**src/hw/rtl/ores_pkg.sv**
```systemverilog
`default_nettype none
// ----------------------------------------------------------------------------
// ores_pkg
// Shared types and constants of the 1-Wire search ROM engine.
// ----------------------------------------------------------------------------
package ores_pkg;

    localparam int ROM_BITS_DEF = 64;
    localparam int ROM_CODE_W   = 64;

    // Echo byte of the reset slot when no device pulled the bus low
    localparam logic [7:0] RESET_BYTE = 8'hF0;

    typedef enum logic [2:0] {
        ST_PASS_STARTED  = 3'd0,
        ST_NO_PRESENCE   = 3'd1,
        ST_SEARCH_DONE   = 3'd2,
        ST_BIT_DECIDED   = 3'd3,
        ST_NO_RESPONDER  = 3'd4,
        ST_NOT_IN_PASS   = 3'd5
    } status_t;

    typedef enum logic {
        MODE_START = 1'b0,
        MODE_BIT   = 1'b1
    } mode_t;

    typedef struct packed {
        status_t                 status;
        logic                    write_bit;
        logic                    rom_ready;
        logic [ROM_CODE_W-1:0]   rom_code;
        logic                    more_devices;
    } result_t;

endpackage
`default_nettype wire

```
**src/hw/rtl/ores_in_if.sv**
```systemverilog
`default_nettype none
// ----------------------------------------------------------------------------
// ores_in_if
// Input channel: start items and bit pair items.
// ----------------------------------------------------------------------------
interface ores_in_if;
    logic       valid;
    logic       ready;
    logic       mode;
    logic [7:0] reset_echo;
    logic       id_bit;
    logic       complement_bit;

    modport source (
        output valid, mode, reset_echo, id_bit, complement_bit,
        input  ready
    );

    modport sink (
        input  valid, mode, reset_echo, id_bit, complement_bit,
        output ready
    );
endinterface
`default_nettype wire

```
**src/hw/rtl/ores_out_if.sv**
```systemverilog
`default_nettype none
// ----------------------------------------------------------------------------
// ores_out_if
// Result channel: status, direction bit and found ROM code.
// ----------------------------------------------------------------------------
interface ores_out_if;
    logic        valid;
    logic        ready;
    logic [2:0]  status;
    logic        write_bit;
    logic        rom_ready;
    logic [63:0] rom_code;
    logic        more_devices;

    modport source (
        output valid, status, write_bit, rom_ready, rom_code, more_devices,
        input  ready
    );

    modport sink (
        input  valid, status, write_bit, rom_ready, rom_code, more_devices,
        output ready
    );
endinterface
`default_nettype wire

```
**src/hw/rtl/ores_decide.sv**
```systemverilog
`default_nettype none
// ----------------------------------------------------------------------------
// ores_decide
// Decision logic of one item: next search state and the result item.
// ----------------------------------------------------------------------------
module ores_decide
    import ores_pkg::*;
#(
    parameter int ROM_BITS = ROM_BITS_DEF,
    localparam int PW = $clog2(ROM_BITS + 1),
    localparam int IW = $clog2(ROM_BITS)
)
(
    input  wire logic                mode,
    input  wire logic [7:0]          reset_echo,
    input  wire logic                id_bit,
    input  wire logic                complement_bit,

    input  wire logic [PW-1:0]       last_branch,
    input  wire logic [PW-1:0]       pass_branch,
    input  wire logic [PW-1:0]       bit_position,
    input  wire logic [ROM_BITS-1:0] rom_bits,
    input  wire logic                pass_active,
    input  wire logic                search_done,

    output logic      [PW-1:0]       last_branch_next,
    output logic      [PW-1:0]       pass_branch_next,
    output logic      [PW-1:0]       bit_position_next,
    output logic      [ROM_BITS-1:0] rom_bits_next,
    output logic                     pass_active_next,
    output logic                     search_done_next,
    output result_t                  res
);

    logic [PW-1:0] pos;
    logic [IW-1:0] idx;
    logic          dir;

    assign pos = PW'(bit_position + PW'(1));
    assign idx = bit_position[IW-1:0];

    always_comb
    begin
        last_branch_next  = last_branch;
        pass_branch_next  = pass_branch;
        bit_position_next = bit_position;
        rom_bits_next     = rom_bits;
        pass_active_next  = pass_active;
        search_done_next  = search_done;
        dir               = 1'b0;

        res.status       = ST_NOT_IN_PASS;
        res.write_bit    = 1'b0;
        res.rom_ready    = 1'b0;
        res.rom_code     = '0;
        res.more_devices = 1'b0;

        if (mode == MODE_START)
        begin
            pass_active_next = 1'b0;
            if (search_done)
            begin
                // last device was found: start over on the next start item
                search_done_next = 1'b0;
                last_branch_next = '0;
                res.status       = ST_SEARCH_DONE;
            end
            else if (reset_echo == RESET_BYTE)
            begin
                last_branch_next = '0;
                res.status       = ST_NO_PRESENCE;
            end
            else
            begin
                pass_active_next  = 1'b1;
                bit_position_next = '0;
                pass_branch_next  = '0;
                res.status        = ST_PASS_STARTED;
            end
        end
        else if (!pass_active || (bit_position >= PW'(ROM_BITS)))
        begin
            pass_active_next = 1'b0;
            res.status       = ST_NOT_IN_PASS;
        end
        else if (id_bit && complement_bit)
        begin
            pass_active_next = 1'b0;
            last_branch_next = '0;
            search_done_next = 1'b0;
            res.status       = ST_NO_RESPONDER;
        end
        else
        begin
            priority if (id_bit != complement_bit)
            begin
                dir = id_bit;
            end
            else if (pos == last_branch)
            begin
                dir = 1'b1;
            end
            else if (pos > last_branch)
            begin
                dir              = 1'b0;
                pass_branch_next = pos;
            end
            else
            begin
                // below the last discrepancy: follow the previous code
                dir = rom_bits[idx];
                if (!dir)
                begin
                    pass_branch_next = pos;
                end
            end

            rom_bits_next[idx] = dir;
            bit_position_next  = pos;
            res.status         = ST_BIT_DECIDED;
            res.write_bit      = dir;

            if (pos >= PW'(ROM_BITS))
            begin
                last_branch_next = pass_branch_next;
                search_done_next = (pass_branch_next == '0);
                pass_active_next = 1'b0;
                res.rom_ready    = 1'b1;
                res.rom_code     = ROM_CODE_W'(rom_bits_next);
                res.more_devices = (pass_branch_next != '0);
            end
        end
    end

endmodule
`default_nettype wire

```
**src/hw/rtl/onewire_rom_search_engine.sv**
```systemverilog
`default_nettype none
// ----------------------------------------------------------------------------
// onewire_rom_search_engine
// Search ROM decision engine for a 1-Wire master.
// ----------------------------------------------------------------------------
// The engine takes one item per clock cycle while the result is not stalled.
// An accepted item is held in an input register, then a single decision
// stage updates the search state (last discrepancy, current code, bit
// position) and loads the result register, so items can follow back to
// back. The sustained rate of one item per cycle is set by that decision
// stage, whose next state feeds the following item. A stalled result holds
// the result register and the search state; an empty input register still
// takes one more item. Send a start item with the reset slot echo, then one
// bit item per bit pair; after the last bit the result carries the ROM code
// and whether another pass will find another device.
module onewire_rom_search_engine
    import ores_pkg::*;
#(
    parameter int ROM_BITS = ROM_BITS_DEF,
    localparam int PW = $clog2(ROM_BITS + 1)
)
(
    input  wire logic  clk,
    input  wire logic  rst_n,
    ores_in_if.sink    item,
    ores_out_if.source resp
);

    // input register
    logic       in_valid_reg, in_valid_next;
    logic       mode_reg;
    logic [7:0] reset_echo_reg;
    logic       id_bit_reg;
    logic       complement_bit_reg;

    // search state
    logic [PW-1:0]       last_branch_reg, last_branch_next;
    logic [PW-1:0]       pass_branch_reg, pass_branch_next;
    logic [PW-1:0]       bit_position_reg, bit_position_next;
    logic [ROM_BITS-1:0] rom_bits_reg, rom_bits_next;
    logic                pass_active_reg, pass_active_next;
    logic                search_done_reg, search_done_next;

    // result register
    logic    out_valid_reg, out_valid_next;
    result_t res_reg;
    result_t res_comb;

    logic in_xfer;
    logic advance;

    assign advance    = in_valid_reg && (!out_valid_reg || resp.ready);
    assign item.ready = !in_valid_reg || advance;
    assign in_xfer    = item.valid && item.ready;

    ores_decide #(
        .ROM_BITS (ROM_BITS)
    ) u_decide (
        .mode              (mode_reg),
        .reset_echo        (reset_echo_reg),
        .id_bit            (id_bit_reg),
        .complement_bit    (complement_bit_reg),
        .last_branch       (last_branch_reg),
        .pass_branch       (pass_branch_reg),
        .bit_position      (bit_position_reg),
        .rom_bits          (rom_bits_reg),
        .pass_active       (pass_active_reg),
        .search_done       (search_done_reg),
        .last_branch_next  (last_branch_next),
        .pass_branch_next  (pass_branch_next),
        .bit_position_next (bit_position_next),
        .rom_bits_next     (rom_bits_next),
        .pass_active_next  (pass_active_next),
        .search_done_next  (search_done_next),
        .res               (res_comb)
    );

    always_comb
    begin
        in_valid_next = in_valid_reg;
        if (in_xfer)
        begin
            in_valid_next = 1'b1;
        end
        else if (advance)
        begin
            in_valid_next = 1'b0;
        end

        out_valid_next = out_valid_reg;
        if (advance)
        begin
            out_valid_next = 1'b1;
        end
        else if (resp.ready)
        begin
            out_valid_next = 1'b0;
        end
    end

    always_ff @(posedge clk or negedge rst_n)
    begin
        if (!rst_n)
        begin
            in_valid_reg     <= 1'b0;
            out_valid_reg    <= 1'b0;
            last_branch_reg  <= '0;
            pass_branch_reg  <= '0;
            bit_position_reg <= '0;
            rom_bits_reg     <= '0;
            pass_active_reg  <= 1'b0;
            search_done_reg  <= 1'b0;
        end
        else
        begin
            in_valid_reg  <= in_valid_next;
            out_valid_reg <= out_valid_next;
            if (advance)
            begin
                last_branch_reg  <= last_branch_next;
                pass_branch_reg  <= pass_branch_next;
                bit_position_reg <= bit_position_next;
                rom_bits_reg     <= rom_bits_next;
                pass_active_reg  <= pass_active_next;
                search_done_reg  <= search_done_next;
            end
        end
    end

    // payload registers
    always_ff @(posedge clk)
    begin
        if (in_xfer)
        begin
            mode_reg           <= item.mode;
            reset_echo_reg     <= item.reset_echo;
            id_bit_reg         <= item.id_bit;
            complement_bit_reg <= item.complement_bit;
        end
        if (advance)
        begin
            res_reg <= res_comb;
        end
    end

    assign resp.valid        = out_valid_reg;
    assign resp.status       = res_reg.status;
    assign resp.write_bit    = res_reg.write_bit;
    assign resp.rom_ready    = res_reg.rom_ready;
    assign resp.rom_code     = res_reg.rom_code;
    assign resp.more_devices = res_reg.more_devices;

    a_pos_in_range: assert property (@(posedge clk) disable iff (!rst_n)
        pass_active_reg |-> (bit_position_reg < PW'(ROM_BITS)))
        else $error("bit position past the code length during a pass");

    a_done_clears_branch: assert property (@(posedge clk) disable iff (!rst_n)
        search_done_reg |-> (last_branch_reg == '0))
        else $error("search finished with a pending discrepancy");

    a_code_ends_pass: assert property (@(posedge clk) disable iff (!rst_n)
        (advance && res_comb.rom_ready) |=> (!pass_active_reg && out_valid_reg))
        else $error("completed code did not end the pass");

    a_stall_holds_input: assert property (@(posedge clk) disable iff (!rst_n)
        (in_valid_reg && !advance) |=> (in_valid_reg && $stable(mode_reg)))
        else $error("stalled input item dropped");

endmodule
`default_nettype wire
```
**src/flat_wrapper.sv**
```systemverilog
// flat-port wrapper written by rule: the top's interface ports become plain ports
module onewire_rom_search_engine_flat import ores_pkg::*;
#(
    parameter int ROM_BITS = ROM_BITS_DEF,
    localparam int PW = $clog2(ROM_BITS + 1)
)
  (clk, rst_n, item_valid, item_mode, item_reset_echo, item_id_bit, item_complement_bit, item_ready, resp_valid, resp_status, resp_write_bit, resp_rom_ready, resp_rom_code, resp_more_devices, resp_ready);
  ores_in_if item_i ();
  ores_out_if resp_i ();
  input  wire logic clk;
  input  wire logic rst_n;
  input wire logic [$bits(item_i.valid)-1:0] item_valid;
  input wire logic [$bits(item_i.mode)-1:0] item_mode;
  input wire logic [$bits(item_i.reset_echo)-1:0] item_reset_echo;
  input wire logic [$bits(item_i.id_bit)-1:0] item_id_bit;
  input wire logic [$bits(item_i.complement_bit)-1:0] item_complement_bit;
  output wire logic [$bits(item_i.ready)-1:0] item_ready;
  output wire logic [$bits(resp_i.valid)-1:0] resp_valid;
  output wire logic [$bits(resp_i.status)-1:0] resp_status;
  output wire logic [$bits(resp_i.write_bit)-1:0] resp_write_bit;
  output wire logic [$bits(resp_i.rom_ready)-1:0] resp_rom_ready;
  output wire logic [$bits(resp_i.rom_code)-1:0] resp_rom_code;
  output wire logic [$bits(resp_i.more_devices)-1:0] resp_more_devices;
  input wire logic [$bits(resp_i.ready)-1:0] resp_ready;
  assign item_i.valid = item_valid;
  assign item_i.mode = item_mode;
  assign item_i.reset_echo = item_reset_echo;
  assign item_i.id_bit = item_id_bit;
  assign item_i.complement_bit = item_complement_bit;
  assign item_ready = item_i.ready;
  assign resp_valid = resp_i.valid;
  assign resp_status = resp_i.status;
  assign resp_write_bit = resp_i.write_bit;
  assign resp_rom_ready = resp_i.rom_ready;
  assign resp_rom_code = resp_i.rom_code;
  assign resp_more_devices = resp_i.more_devices;
  assign resp_i.ready = resp_ready;
  onewire_rom_search_engine #(.ROM_BITS(ROM_BITS)) u_core (.clk(clk), .rst_n(rst_n), .item(item_i), .resp(resp_i));
endmodule
```
**config.mk**
```make
export PLATFORM = sky130hd
export DESIGN_NAME = onewire_rom_search_engine_flat
export DESIGN_NICKNAME = d
export VERILOG_FILES = /design/src/hw/rtl/ores_pkg.sv /design/src/hw/rtl/ores_in_if.sv /design/src/hw/rtl/ores_out_if.sv /design/src/hw/rtl/ores_decide.sv /design/src/hw/rtl/onewire_rom_search_engine.sv /design/src/flat_wrapper.sv
export SDC_FILE = /design/constraint.sdc
export NUM_CORES = 1
export LEC_CHECK = 0
export BUFFER_PORTS_ARGS = -buffer_cell sky130_fd_sc_hd__buf_2
export CAP_MARGIN = 10
export CORE_ASPECT_RATIO = 1.5
export CORE_MARGIN = 8
export CORE_UTILIZATION = 55
export CTS_CLUSTER_DIAMETER = 120
export CTS_CLUSTER_SIZE = 16
export DETAILED_ROUTE_END_ITERATION = 16
export HOLD_SLACK_MARGIN = 0.02
export PLACE_DENSITY = 0.75
export SLEW_MARGIN = 20
export SYNTH_ARGS = -nofsm -noshare
export SYNTH_HDL_FRONTEND = slang
export SYNTH_HIERARCHICAL = 1
export SYNTH_SLANG_ARGS = --single-unit
```
**constraint.sdc**
```tcl
create_clock -name clk -period 7.8 [get_ports clk]
set_input_delay 1.17 -clock clk [delete_from_list [all_inputs] [get_ports clk]]
set_output_delay 1.17 -clock clk [all_outputs]
set_load 0.1 [all_outputs]
```
### After elaboration in Yosys (flattened, before gate mapping)

Index checks and enable logic that the tools add are counted.

| word-level totals | value |
|---|---|
| register bits after elaboration | 170 |
| bits in latches | 0 |
| memory bits (writable) | 0 |
| ROM bits | 0 |
| input port bits | 15 |
| output and inout port bits | 72 |
| memories kept | 0 |

| operators by class | value |
|---|---|
| add/subtract/negate cells | 1 |
| multiply operators | 0 |
| divide/modulo/power cells | 0 |
| $lt $le $gt $ge | 5 |
| equality and inequality tests | 9 |
| shift operators | 0 |
| mux-type cells | 52 |
| bitwise gates (word level) | 4 |
| reductions and logical operators | 22 |

Operator list:

| operator | count |
|---|---|
| 2-to-1 mux 7 bit | 21 |
| 2-to-1 mux 66 bit | 1 |
| bitwise mux 64 bit | 1 |
| 2-to-1 mux 1 bit | 23 |
| greater-or-equal comparator 7 bit, second input constant | 2 |
| 2-to-1 mux 3 bit | 3 |
| == test 8 bit, second input constant | 1 |
| AND reduction 4 bit | 2 |
| adder 7 x 1 -> 7 bit, second input constant | 1 |
| == test 7 bit | 1 |
| > comparator 7 bit | 1 |
| zero test 7 bit | 1 |
| less-than comparator 6 x 7 -> 1 bit, second input constant | 1 |
| nonzero test 7 bit | 1 |
| binary-select mux 1 bit (select 6 bit) | 1 |
| demux 1 bit (select 6 bit) | 1 |
| greater-or-equal comparator 6 x 1 -> 1 bit, second input constant | 1 |
| AND reduction 5 bit | 1 |
| logical AND 1 bit | 4 |
| inequality test 2 x 1 -> 1 bit, second input constant | 2 |
| inequality test 2 bit, second input constant | 2 |
| inequality test 4 bit, second input constant | 1 |
| inverter 1 bit | 4 |
| nonzero test 2 bit | 2 |
| other kinds (10) | 14 |

### Depth between registers and ports, before layout

Gate-level depths: netlist of run 1.

| depth | value |
|---|---|
| depth in word-level cells | 14 |
| depth in mapped cells | 18 |
| mapped depth without buffers | 14 |

### Hierarchy

Netlist of run 1, hierarchy kept.

Modules (own cells, without submodules):

| module | instances | cells an instance | area each (um^2) | sequential area each (um^2) |
|---|---|---|---|---|
| onewire_rom_search_engine | 1 | 273 | 5829.3 | 4659.5 |
| ores_decide | 1 | 582 | 3388.2 | 0.0 |

### Least setup slack after synthesis of run 1

OpenSTA, ideal clock, no wires.

| timing | value |
|---|---|
| path kind | register -> register |
| start point | register u_core.bit_position_reg[2] |
| end point | register u_core.pass_branch_reg[2] |
| arrival | 4362 ps |
| slack | 3313 ps |
| cell stages (with the launch flop) | 17 |
| path buffers | 4 |
| period minus slack after synthesis | 4487 ps |
| cell sequence | dfrtp_1 clkbuf_1 buf_2 buf_1 nand3_1 xor2_1 inv_1 ha_1 and4_1 a41oi_1 o31ai_1 or4_1 or4_1 buf_2 a21oi_4 mux2_4 mux2_4 |

| between the ends | value |
|---|---|
| word-level cells in the longest chain between the ends | 12 |
| elaborated cells between the ends (all ways) | 19 |
| classes of those cells | add/sub (1); order compare (2); eq/ne (2); mux (12); reduce/logical (2) |

RTL lines:

| item | line | source |
|---|---|---|
| from (decl) | onewire_rom_search_engine.sv:39 | `logic [PW-1:0] bit_position_reg, bit_position_next;` |
| from (signal assigned) | onewire_rom_search_engine.sv:122 | `bit_position_reg <= bit_position_next;` |
| parallel branches: the longest is 4 deep, another holds adder 7 x 1 -> 7 bit | n/a |  |
| 2-to-1 mux 7 bit (*) | ores_decide.sv:99 | `else if (pos == last_branch)` |
| 2-to-1 mux 7 bit (*) | ores_decide.sv:95 | `priority if (id_bit != complement_bit)` |
| 2-to-1 mux 7 bit (*) | ores_decide.sv:86 | `else if (id_bit && complement_bit)` |
| 2-to-1 mux 7 bit (*) | ores_decide.sv:81 | `else if (!pass_active \|\| (bit_position >= PW'(ROM_BITS)))` |
| 2-to-1 mux 7 bit (*) | ores_decide.sv:58 | `if (mode == MODE_START)` |
| 2-to-1 mux 7 bit (*) | ores_decide.sv:86 |  |
| 2-to-1 mux 7 bit (*) | ores_decide.sv:81 |  |
| 2-to-1 mux 7 bit (*) | ores_decide.sv:58 |  |
| named net u_core.pass_branch_next[2] | onewire_rom_search_engine.sv:38 | `logic [PW-1:0] pass_branch_reg, pass_branch_next;` |
| to (signal assigned) | onewire_rom_search_engine.sv:121 | `pass_branch_reg <= pass_branch_next;` |
| to (decl) | onewire_rom_search_engine.sv:38 |  |

Mark *: on every way through the listed nets, which the timed path passes. The select of a mux whose other input is x is not followed.
A chain may end at the register's enable or synchronous reset.

### Worst setup path after layout of run 1

| timing | value |
|---|---|
| start point | register u_core.bit_position_reg[4] |
| end point | register u_core.rom_bits_reg[43] |

| between the ends | value |
|---|---|
| word-level cells in the longest chain between the ends | 9 |
| elaborated cells between the ends (all ways) | 21 |
| classes of those cells | add/sub (1); order compare (4); eq/ne (1); mux (11); bitwise (1); reduce/logical (3) |

RTL lines:

| item | line | source |
|---|---|---|
| adder 7 x 1 -> 7 bit / binary-select mux 1 bit (select 6 bit) (equally long branches) | ores_decide.sv:39, ores_decide.sv:111 |  |
| > comparator 7 bit / 2-to-1 mux 1 bit (equally long branches) | ores_decide.sv:103, ores_decide.sv:111 |  |
| 2-to-1 mux 1 bit | ores_decide.sv:103 | `else if (pos > last_branch)` |
| 2-to-1 mux 1 bit | ores_decide.sv:99 |  |
| 2-to-1 mux 1 bit | ores_decide.sv:95 |  |
| 2-to-1 mux 1 bit | ores_decide.sv:86 |  |
| 2-to-1 mux 1 bit | ores_decide.sv:81 |  |
| 2-to-1 mux 1 bit | ores_decide.sv:58 |  |
| bitwise mux 64 bit | ores_decide.sv:118 | `rom_bits_next[idx] = dir;` |
| to (signal assigned) | onewire_rom_search_engine.sv:123 | `rom_bits_reg <= rom_bits_next;` |
| to (decl) | onewire_rom_search_engine.sv:40 | `logic [ROM_BITS-1:0] rom_bits_reg, rom_bits_next;` |

Several ways; a longest one is shown, not always the timed one. The select of a mux whose other input is x is not followed.

==> results by group, run 1 <==
Setup path
  – Data required, critical path: between 8000 and 9000 ps
  – Setup crit start kind: flip-flop
  – FF-to-FF path depth: 14
  – Worst setup EP type: flip-flop
  – Cell type of the slowest stage on the worst timing path: sky130_fd_sc_hd__or4_1
  – Largest stage delay, worst path: 1000 ps
  – Startpoint of the worst-slack reg-to-reg timing path: u_core/bit_position_reg[4]
  – R2r setup slk: 1390 ps
  – Top fanout value on the critical path: 40
  – Critical Path AT: ~6700 ps
  – CP cell instances: nand3_1, nor2_1, xnor2_1, inv_1, ha_1, and4_1, a41oi_1, o31ai_1, or4_1, or4_1, nand3_2, buf_4, o31ai_1, mux2_2
  – Worst reg2reg endpoint: u_core/rom_bits_reg[43]
  – Path type of the worst setup path: reg2reg

CTS
  – TritonCTS sink count: 170
  – CTS tree: done
  – Clock Latency Late Sink: 430 ps
  – CTS Root Buffer Type: sky130_fd_sc_hd__clkbuf_16
  – Post-CTS setup buffer count: 0
  – Num CTS Buffers: 17
  – Worst-case clock buffer depth: 2
  – Count of hold buffers inserted by post-cts repair: 0
  – Maximum level of the CTS H-tree: 4
  – Clock transition at the registers of the reported paths: roughly 60 ps
  – Post-CTS Resized: 0

Synth
  – Unique masters post-synth: 64
  – Mean cell area of the mapped netlist: between 10 and 15 um^2
  – Number of synthesized register bits: 170
  – Main synth FF type: sky130_fd_sc_hd__dfrtp_1
  – Number of standard cells after synthesis: about 860
  – Syn Std Cell Area: between 0.009 and 0.01 mm^2
  – Most instantiated library cell after synthesis: sky130_fd_sc_hd__o21ai_0
  – Number of synthesized flops with an enable pin: 81
  – Leading area contributor after synthesis: sky130_fd_sc_hd__edfxtp_1
  – Seq/Total Area, Yosys: roughly half
  – Synth top area cells: sky130_fd_sc_hd__edfxtp_1, sky130_fd_sc_hd__dfrtp_1, sky130_fd_sc_hd__mux2_2, sky130_fd_sc_hd__o21ai_0, sky130_fd_sc_hd__o31ai_1
  – Total nets after synthesis: just under 900
  – Share of flip-flops with an asynchronous set or reset: between 50% and 60%
  – Warnings from Yosys: 6
  – Ranking of synthesized cells by instance count: sky130_fd_sc_hd__o21ai_0, sky130_fd_sc_hd__dfrtp_1, sky130_fd_sc_hd__edfxtp_1
  – Area share of the largest cell type after synthesis: 26.39%

Global route
  – Via count of the first global-routing pass: 6920
  – Number of antenna violations at the first check in global routing: 2
  – Total track usage: between 20% and 30%
  – Grt ovf: 0
  – Largest net degree at the start of global routing: between 70 and 80
  – Wire length of the first global-routing pass: around 38 mm

Pwr
  – Fraction of power spent switching nets: a little under two fifths
  – Worst IR Drop VDD: around 0.00015 V
  – Power per cell area: around 260 mW/mm^2
  – Total power of the final layout: about 2.7 mW
  – Switch Pwr: around 1.0 mW
  – Internal power: about 1.7 mW
  – Gate power share: between 20 and 30%
  – Sequential share of power: about two fifths
  – Clock network fraction of total power: about a third
  – Static leakage: just over 4 nW

Die
  – DIE WIDTH: 121.7 um
  – Number of rows created at floorplan: 58
  – Die boundary height: 174.6 um
  – Initial cell density of the core: 55.47%
  – Boundary Pins: 87
  – Floorplan die area: around 0.021 mm^2
  – Core area: 0.01662 mm^2

Run status
  – Outcome: completed

Finish
  – Area Growth Syn to Fin: 11.24%
  – Filler Cell Count: between 1k and 1.5k
  – Post-route design area: 0.01025 mm^2
  – Post-route core utilization: between 60% and 70%
  – Fin nets: between 900 and 1k
  – Number of diodes added for antenna fixing: 0
  – Layout cells sized above 1: 26.39%

Route
  – Number of DRC markers after the initial detailed-route iteration: 787
  – # DRC: 0
  – TritonRoute pass-1 iters: 5
  – Total Routed Length: roughly 24 mm
  – Count of antenna-violating nets left after detailed routing: 0
  – Average via count per standard cell: 6.487
  – DR WL/cell: around 22 um
  – Routed vias: just over 7k

Timing
  – Layout Skew: approximately 11 ps
  – Crit path time final: around 6400 ps
  – Final max-slew violation count: 0
  – Slew at the pin with the worst max-slew slack: 997.9 ps
  – Worst-case headroom to the max-slew limit: between 30 and 40%
  – Final setup violating endpoints: 0
  – Share of the clock period used by the worst path after layout: 82.22%
  – Count of final hold-check violations: 0
  – Top achievable clock speed: ~160 MHz
  – RSZ-0062 raised after global routing: no
  – Setup Total Neg Slack: 0 ps

Flow run
  – Max-cap violations: 0

Min path
  – Cells on Worst Hold Path: 1
  – Worst min-delay path endpoint: u_core/last_branch_reg[5]
  – Launch instance of the worst min-delay path: u_core/last_branch_reg[5]
  – Hold crit path type: reg2reg

Placed design
  – DP Area: between 0.009 and 0.01 mm^2
  – GPL Wtd Cong: 0.9017
  – DPL Wire Length: about 15 mm
  – Port Buffers: 86
[power groups by stage]
stage	clock (mW)	combinational, mW	sequential, mW
4_1_cts	0.930	0.723	1.04
2_1_floorplan	0	0.417	1.20
5_1_grt	0.958	0.768	1.04
6_report	0.915	0.739	1.04
3_3_place_gp	0	0.712	1.05
3_5_place_dp	0	0.720	1.05
[critical path, delay by kind of cell, from the launching register on]
family | cells | cell delay [ps]
simple gates | 6 | 3680
buf+inv | 2 | 630
flops | 1 | 620
compound gates | 3 | 560
mux | 1 | 300
fa+ha+maj | 1 | 290
xor+xnor | 1 | 180
[how the worst max path moves through the flow]
stage                                           end                       start
after floorplan           u_core/pass_branch_reg[2]  u_core/bit_position_reg[2]
after global placement      u_core/rom_bits_reg[57]  u_core/bit_position_reg[4]
after detailed placement    u_core/rom_bits_reg[62]  u_core/bit_position_reg[4]
after CTS                   u_core/rom_bits_reg[43]  u_core/bit_position_reg[4]
after global routing        u_core/rom_bits_reg[43]  u_core/bit_position_reg[5]
final                       u_core/rom_bits_reg[43]  u_core/bit_position_reg[4]
[metal layers]
metal | global-route usage [%] | up-vias | wire length (um)
met5 | 0 | - | 27
met4 | 15.13 | 4 | 1433
met3 | 3.703 | 101 | 1764
met2 | 37.00 | 357 | 11800
met1 | 26.98 | 3471 | 9014
li1 | - | 3281 | -
[kinds of logic after synthesis]
| kind of cell | share of synthesized area, % |
|---|---|
| xor gates and xnor gates | 0.4752 |
| buffers and inverters | 4.710 |
| adders and majority gates | 1.222 |
| muxes | 13.86 |
| AOI/OAI and AO/OA | 18.32 |
| DFF | 50.55 |
| and+or+nand+nor | 10.86 |
[stage by stage]
| stage | instances | setup WS [ps] | hold slack (ps) |
|---|---|---|---|
| after global placement | 1080 | 1762 | 516.6 |
| final | 1112 | 1387 | 535.7 |
| after CTS | 1112 | 1557 | 540.7 |
| after floorplan | 855 | 3313 | 501.8 |
| after detailed placement | 1080 | 1599 | 524.2 |
| after global routing | 1112 | 983.4 | 555.4 |
[layout by cell type, fill, tap and decap left out, types with 7 or more instances in the layout]
cell                        count
sky130_fd_sc_hd__mux2_2        72
sky130_fd_sc_hd__a21oi_1       19
sky130_fd_sc_hd__nor2_1        66
sky130_fd_sc_hd__inv_1         15
sky130_fd_sc_hd__a31oi_1        7
sky130_fd_sc_hd__buf_4         11
sky130_fd_sc_hd__o21ai_0      137
sky130_fd_sc_hd__nand2b_1       9
sky130_fd_sc_hd__nand2_1       29
sky130_fd_sc_hd__clkbuf_16     17
sky130_fd_sc_hd__buf_2         85
sky130_fd_sc_hd__mux2i_1       14
sky130_fd_sc_hd__edfxtp_1      81
sky130_fd_sc_hd__dfrtp_1       89
sky130_fd_sc_hd__nand3_1       21
sky130_fd_sc_hd__nand4_1       19
sky130_fd_sc_hd__ha_1           9
sky130_fd_sc_hd__mux2_4        21
sky130_fd_sc_hd__o31ai_1       65
[layout make-up]
class	count	area [um^2]	area share [%]
well taps	210	262.8	2.563
multi-input cells	588	4126	40.24
clock buffers	19	432.9	4.222
flip-flops and latches	170	4659	45.44
clock inverters	13	203.9	1.989
inverters	16	60.06	0.5857
repair buffers	96	508.0	4.954
No activity file was read; power rests on OpenSTA's default activity.
==> run 2, diff against run 1 <==
--- a/config.mk
+++ b/config.mk
@@ -5,16 +5,17 @@
 export SDC_FILE = /design/constraint.sdc
 export NUM_CORES = 1
 export LEC_CHECK = 0
+export ABC_AREA = 1
 export BUFFER_PORTS_ARGS = -buffer_cell sky130_fd_sc_hd__buf_2
 export CAP_MARGIN = 10
 export CORE_ASPECT_RATIO = 1.5
 export CORE_MARGIN = 8
-export CORE_UTILIZATION = 55
+export CORE_UTILIZATION = 54
 export CTS_CLUSTER_DIAMETER = 120
 export CTS_CLUSTER_SIZE = 16
 export DETAILED_ROUTE_END_ITERATION = 16
 export HOLD_SLACK_MARGIN = 0.02
-export PLACE_DENSITY = 0.75
+export PLACE_DENSITY = 0.76
 export SLEW_MARGIN = 20
 export SYNTH_ARGS = -nofsm -noshare
 export SYNTH_HDL_FRONTEND = slang
==> constraint.sdc (replaced) <==
create_clock -name clk -period 5.51 [get_ports clk]
set_input_delay 0.8265 -clock clk [delete_from_list [all_inputs] [get_ports clk]]
set_output_delay 0.8265 -clock clk [all_outputs]
set_load 0.1 [all_outputs]
==> run 2 against run 1 <==
Net effect:
- sequential share of layout area decreased by 1.2 points
- highest routed layer is now met4
- critical endpoint is now u_core/rom_bits_reg[39]
- via count rose by 22%
- critical path depth is 7 higher
- worst setup slack lost 480 ps
==> results by group, run 2 <==
Die
  – Die boundary height: around 180 um
  – Initial cell density of the core: 54.95%
  – DIE WIDTH: approximately 120 um
  – Boundary Pins: 87
  – Floorplan die area: ~0.022 mm^2
  – Core area: around 0.017 mm^2
  – Number of rows created at floorplan: 59

Synth
  – Synth Area in Compound Gates: 14.33%
  – Seq/Total Area, Yosys: about half
  – Area share of the largest cell type after synthesis: between 20 and 30%
  – Simple-gate portion of the synthesized area: a little over a quarter
  – Syn Std Cell Area: roughly 0.0095 mm^2
  – Mean cell area of the mapped netlist: roughly 7.8 um^2
  – Mux cell area share after synthesis: 0%
  – Most instantiated library cell after synthesis: sky130_fd_sc_hd__nand2_1
  – Main synth FF type: sky130_fd_sc_hd__dfrtp_1
  – Number of synthesized register bits: between 150 and 200
  – Adder-cell share of the synthesized area: roughly 1.2%
  – Warnings from Yosys: 6
  – Leading area contributor after synthesis: sky130_fd_sc_hd__edfxtp_1
  – Share of flip-flops with an asynchronous set or reset: about 52%
  – Unique masters post-synth: 33
  – Number of synthesized flops with an enable pin: slightly above 80
  – Xor-xnor portion of the synthesized cell area: less than 1%
  – Synth top area cells: sky130_fd_sc_hd__edfxtp_1, sky130_fd_sc_hd__dfrtp_1, sky130_fd_sc_hd__nand2_1, sky130_fd_sc_hd__nand3_1, sky130_fd_sc_hd__o21ai_0
  – Total nets after synthesis: around 1.2k
  – Number of standard cells after synthesis: between 1k and 1.5k
  – Largest family of logic cells by synthesized area: simple AND/OR/NAND/NOR gates
  – Ranking of synthesized cells by instance count: sky130_fd_sc_hd__nand2_1, sky130_fd_sc_hd__nand3_1, sky130_fd_sc_hd__inv_1

Global route
  – Total track usage: between 20% and 30%
  – Grt ovf: 0
  – Number of antenna violations at the first check in global routing: 0
  – Via count of the first global-routing pass: approximately 8.4k
  – Largest net degree at the start of global routing: 90
  – Wire length of the first global-routing pass: 43.24 mm

Min path
  – Hold crit path type: in2async

CTS
  – CTS Root Buffer Type: sky130_fd_sc_hd__clkbuf_16
  – Post-CTS Resized: 0
  – CTS tree: done
  – Post-CTS setup buffer count: 0
  – Clock Latency Late Sink: between 400 and 500 ps
  – Maximum level of the CTS H-tree: 4
  – Clock transition at the registers of the reported paths: ~70 ps
  – Count of hold buffers inserted by post-cts repair: 0
  – Worst-case clock buffer depth: 2
  – TritonCTS sink count: 170
  – Num CTS Buffers: 17

Pwr
  – Static leakage: between 4 and 5 nW
  – Worst IR Drop VDD: ~0.00024 V
  – Power per cell area: 408.2 mW/mm^2

Route
  – Routed vias: approximately 9k
  – Average via count per standard cell: 5.860
  – Count of antenna-violating nets left after detailed routing: 0
  – Top layer used by detailed routing: met4
  – Total Routed Length: about 27 mm
  – Met2 layer wire length in the routed design: about 13 mm
  – Metal3 WL: roughly 2.3 mm
  – Number of DRC markers after the initial detailed-route iteration: around 1.1k
  – Met1 Wirelength: around 10 mm
  – # DRC: 0
  – TritonRoute pass-1 iters: 5
  – DR WL/cell: roughly 18 um

Timing
  – Setup Total Neg Slack: 0 ps
  – Layout Skew: roughly 9.1 ps
  – Worst-case headroom to the max-slew limit: 29.63%
  – Top achievable clock speed: ~220 MHz
  – Crit path time final: 4604 ps
  – RSZ-0062 raised after global routing: no
  – Slew at the pin with the worst max-slew slack: ~1100 ps
  – Final setup violating endpoints: 0
  – Count of final hold-check violations: 0
  – Final max-slew violation count: 0
  – Share of the clock period used by the worst path after layout: 83.55%

Finish
  – Cell Count, Final, Fillers Out: ~1.5k
  – Fin nets: around 1.3k
  – Number of diodes added for antenna fixing: 0
  – Most common library cell in the layout ignoring fill and taps: sky130_fd_sc_hd__nand2_1
  – Post-route design area: ~0.011 mm^2
  – Area Growth Syn to Fin: 10.93%
  – Layout cells sized above 1: roughly 12%
  – Top library cells by usage in the layout, fill and taps aside: sky130_fd_sc_hd__nand2_1, sky130_fd_sc_hd__nand3_1, sky130_fd_sc_hd__inv_1

Setup path
  – Top fanout value on the critical path: 31
  – Critical Path AT: roughly 5000 ps
  – Cell type of the slowest stage on the worst timing path: sky130_fd_sc_hd__a41oi_1
  – Path type of the worst setup path: reg2reg
  – Cell family contributing the most delay on the critical path: simple AND/OR/NAND/NOR gates
  – Worst setup EP type: flip-flop
  – Setup crit start kind: flip-flop
  – Largest stage delay, worst path: 560 ps
  – CP cell instances: inv_1, nor2_2, inv_1, nor2_1, nand2_1, nand2_1, buf_4, ha_1, nand2_1, inv_1, nand3_1, inv_1, a41oi_1, nand2_4, nand2_4, inv_2, buf_4, o311ai_1, o21ai_0, nand3_1, nand2_1
  – Data required, critical path: ~6000 ps
  – Total buffers and inverters traversed by the critical path: 7

Placed design
  – DPL Wire Length: around 18 mm
  – Total instance count after detailed placement: between 1k and 1.5k
  – GPL Wtd Cong: ~0.94
  – Port Buffers: 86
  – DP Area: approximately 0.01 mm^2

Flow run
  – Max-cap violations: 0

Run status
  – Outcome: completed
==> run 2: through the flow <==
step | utilization, % | power (mW) | hold slack (ps) | setup slack, ps
finish | 60.96 | 4.299 | 389.9 | 906.5
global route | 60.96 | 4.492 | 430.3 | 566.9
CTS | 60.96 | 4.296 | 405.1 | 981.7
detailed placement | 57.57 | 3.099 | 457.9 | 1019
global placement | 57.57 | 3.082 | 453.3 | 1131
floorplan | - | 2.791 | 436.6 | 1984
==> run 2: routing by layer <==
layer | track usage [%] | up-vias
met1 | 27.60 | 4081
met4 | 13.60 | 0
met5 | 0 | -
met3 | 4.997 | 94
li1 | - | 4161
met2 | 41.44 | 443
==> run 2: power breakdown <==
group	total (mW)	switching (mW)	internal (mW)
combinational	1.53	1.22	0.308
clock	1.20	0.515	0.686
sequential	1.57	0.0818	1.48
==> run 2: logic make-up (layout without fill, tap and decap cells) <==
logic type,after synthesis,in the layout
buffers and inverters,193,258
and+or+nand+nor,610,610
adders and majority gates,9,9
DFF,170,170
AOI/OAI and AO/OA,237,237
xor gates and xnor gates,1,1
==> run 2: cell type report <==
type / count / area (um^2)
fillers: 1572 / 6744
clock inverters: 12 / 138.9
multi-input cells: 857 / 4003
repair buffers: 101 / 545.5
flip-flops and latches: 170 / 4661
inverters: 125 / 469.2
well taps: 213 / 266.5
clock buffers: 20 / 446.7
==> run 2: worst paths after layout <==
path / start / end / slack [ps] / cells after the start
worst max-delay path: u_core/bit_position_reg[3] / u_core/rom_bits_reg[39] / 910 / 21
worst min-delay path: rst_n / u_core/rom_bits_reg[43] / 390 / 1
worst max register to register: u_core/bit_position_reg[3] / u_core/rom_bits_reg[39] / 910 / 21
worst min register to register: u_core/pass_branch_reg[4] / u_core/pass_branch_reg[4] / 470 / 2
max in group asynchronous: rst_n / u_core/rom_bits_reg[21] / 3980 / 2
min in group clk: u_core/pass_branch_reg[4] / u_core/pass_branch_reg[4] / 470 / 2
==> run 3, diff against run 2 <==
==> constraint.sdc (replaced) <==
create_clock -name clk -period 4.05 [get_ports clk]
set_input_delay 0.6075 -clock clk [delete_from_list [all_inputs] [get_ports clk]]
set_output_delay 0.6075 -clock clk [all_outputs]
set_load 0.1 [all_outputs]
==> run 3 against run 2 <==
Net effect:
- non-clock buffer count is 9 higher
- power is 41% higher
- clock skew is 2.0 ps higher
- combinational power is 41% higher
- register-to-register slack worse by 660 ps
- sequential power is 36% higher
- clock-buffer cell count stayed put
- routed wire length is 2.5% higher
- utilization is 0.80 points higher
- sequential share of layout area is 0.58 points lower
- critical path type unchanged
- highest routed layer unchanged
==> results by group, run 3 (synthesis results as in run 2) <==
CTS
  – CTS tree: done
  – CTS Root Buffer Type: sky130_fd_sc_hd__clkbuf_16
  – Clock Latency Late Sink: about 440 ps
  – Post-CTS Resized: 0
  – Post-CTS setup buffer count: 0
  – Maximum level of the CTS H-tree: 4
  – Count of hold buffers inserted by post-cts repair: 0
  – Worst-case clock buffer depth: 2
  – Num CTS Buffers: 17
  – Clock transition at the registers of the reported paths: about 70 ps
  – TritonCTS sink count: 170

Finish
  – Post-route design area: 0.01067 mm^2
  – Number of diodes added for antenna fixing: 0
  – Layout cells sized above 1: between 10 and 15%
  – Filler Cell Count: 1529
  – Most common library cell in the layout ignoring fill and taps: sky130_fd_sc_hd__nand2_1
  – Area Growth Syn to Fin: 12.39%
  – Fin nets: between 1k and 1.5k
  – Top library cells by usage in the layout, fill and taps aside: sky130_fd_sc_hd__nand2_1, sky130_fd_sc_hd__nand3_1, sky130_fd_sc_hd__inv_1

Setup path
  – Setup crit start kind: flip-flop
  – Startpoint of the worst-slack reg-to-reg timing path: u_core/bit_position_reg[3]
  – Top fanout value on the critical path: 17
  – Data required, critical path: 4370 ps
  – Critical Path AT: 4130 ps
  – R2r setup slk: about 240 ps
  – Path type of the worst setup path: reg2reg
  – FF-to-FF path depth: 19
  – Worst reg2reg endpoint: u_core/rom_bits_reg[4]
  – Worst setup EP type: flip-flop

Global route
  – GRT met1 Usage: between 20% and 30%
  – Met2 capacity usage during global routing: 41.49%
  – Via count of the first global-routing pass: between 8k and 9k
  – Busiest metal layer after global routing: met2
  – Largest net degree at the start of global routing: 89
  – Wire length of the first global-routing pass: 43.97 mm
  – Global-route met3 utilization: 5.086%
  – Number of antenna violations at the first check in global routing: 0
  – Total track usage: around 24%
  – Grt ovf: 0

Pwr
  – Static leakage: 4.896 nW
  – Worst IR Drop VDD: around 0.00036 V
  – Power per cell area: between 500 and 600 mW/mm^2
  – Total power of the final layout: roughly 6 mW

Timing
  – Final setup violating endpoints: 0
  – Worst-case headroom to the max-slew limit: 30.78%
  – Crit path time final: about 3800 ps
  – Top achievable clock speed: 262.6 MHz
  – Setup slack after layout: 241.8 ps
  – Final max-slew violation count: 0
  – Share of the clock period used by the worst path after layout: between 90% and 100%
  – RSZ-0062 raised after global routing: no
  – Slew at the pin with the worst max-slew slack: roughly 1000 ps
  – Setup Total Neg Slack: 0 ps
  – Layout Skew: roughly 11 ps
  – Count of final hold-check violations: 0

Min path
  – Hold crit path type: in2async

Route
  – Count of antenna-violating nets left after detailed routing: 0
  – # DRC: 0
  – Number of DRC markers after the initial detailed-route iteration: around 1.1k
  – TritonRoute pass-1 iters: 5
  – Average via count per standard cell: 5.918
  – Routed vias: 8918
  – Total Routed Length: approximately 27 mm
  – DR WL/cell: ~18 um

Placed design
  – Port Buffers: 86
  – Setup slack after placement: about 330 ps
  – DPL Wire Length: 17.60 mm
  – GPL Wtd Cong: about 0.92
  – DP Area: 0.01002 mm^2

Run status
  – Outcome: completed

Die
  – Boundary Pins: 87
  – DIE WIDTH: ~120 um
  – Floorplan die area: 0.02217 mm^2
  – Initial cell density of the core: a little over half
  – Core area: ~0.017 mm^2
  – Number of rows created at floorplan: 59
  – Die boundary height: around 180 um

Flow run
  – Max-cap violations: 0
==> run 3: changes by cell type in the layout (fill, tap and decap cells not counted) <==
cell,before,now
sky130_fd_sc_hd__clkbuf_1,2,1
sky130_fd_sc_hd__buf_4,16,24
sky130_fd_sc_hd__buf_12,0,1
sky130_fd_sc_hd__clkinvlp_4,2,1
sky130_fd_sc_hd__clkbuf_8,1,2
sky130_fd_sc_hd__clkinv_4,1,2
sky130_fd_sc_hd__bufinv_16,2,4
sky130_fd_sc_hd__inv_6,4,3
sky130_fd_sc_hd__clkinv_1,3,2
==> run 3: cell type report <==
class                      instances  area [um^2]  share of cell area (%)
clock buffer                      20        456.7                   4.281
clock inverter                    12        187.7                   1.759
inverter                         125        469.2                   4.398
multi-input combinational        857         4003                   37.52
sequential                       170         4661                   43.68
tap                              213        266.5                   2.498
timing repair buffer             110        625.6                   5.864
==> run 3: worst max-delay path by stage <==
stage	to	slack (ps)	startpoint
2_1_floorplan	u_core/rom_bits_reg[43]	520	u_core/bit_position_reg[3]
3_3_place_gp	u_core/rom_bits_reg[4]	450	u_core/bit_position_reg[3]
3_5_place_dp	u_core/rom_bits_reg[4]	330	u_core/bit_position_reg[3]
4_1_cts	u_core/rom_bits_reg[4]	310	u_core/bit_position_reg[3]
5_1_grt	u_core/rom_bits_reg[4]	20	u_core/bit_position_reg[3]
6_report	u_core/rom_bits_reg[4]	240	u_core/bit_position_reg[3]
==> run 3: metal layers <==
metal / routed length [um] / up-vias
met2: 13430 / 484
met4: 1494 / 0
met1: 10130 / 4162
met3: 2330 / 113
met5: 0 / -
li1: - / 4159
==> run 3: worst max-delay path: stages, from the launching register on <==
cell and delay [ps]:
sky130_fd_sc_hd__dfrtp_1 470, sky130_fd_sc_hd__inv_1 190, sky130_fd_sc_hd__nor2_2 260, sky130_fd_sc_hd__inv_1 210
sky130_fd_sc_hd__o21ai_0 220, sky130_fd_sc_hd__nand2_1 100, sky130_fd_sc_hd__ha_1 300, sky130_fd_sc_hd__nand2_1 60
sky130_fd_sc_hd__inv_1 40, sky130_fd_sc_hd__nand3_1 60, sky130_fd_sc_hd__inv_1 50, sky130_fd_sc_hd__a41oi_1 290
sky130_fd_sc_hd__nand2_4 150, sky130_fd_sc_hd__nand2_4 220, sky130_fd_sc_hd__inv_2 110, sky130_fd_sc_hd__buf_4 220
sky130_fd_sc_hd__o311ai_1 430, sky130_fd_sc_hd__o21ai_1 130, sky130_fd_sc_hd__nand3_1 100, sky130_fd_sc_hd__nand2_1 70
==> run 3: where the power goes <==
part | leakage, nW | internal [mW] | switching, mW
Clock | 0.314 | 1.08 | 0.701
Sequential | 2.02 | 2.02 | 0.109
Combinational | 2.56 | 0.443 | 1.72
Total | 4.90 | 3.54 | 2.53
==> run 3: metrics by stage <==
step | util [%] | hold slack, ps | instances
6_report | 61.76 | 302.6 | 1507
4_1_cts | 61.76 | 337.1 | 1507
3_3_place_gp | 58.03 | 453.3 | 1475
3_5_place_dp | 58.03 | 458.1 | 1475
5_1_grt | 61.76 | 334.4 | 1507
2_1_floorplan | - | 311.9 | 1220
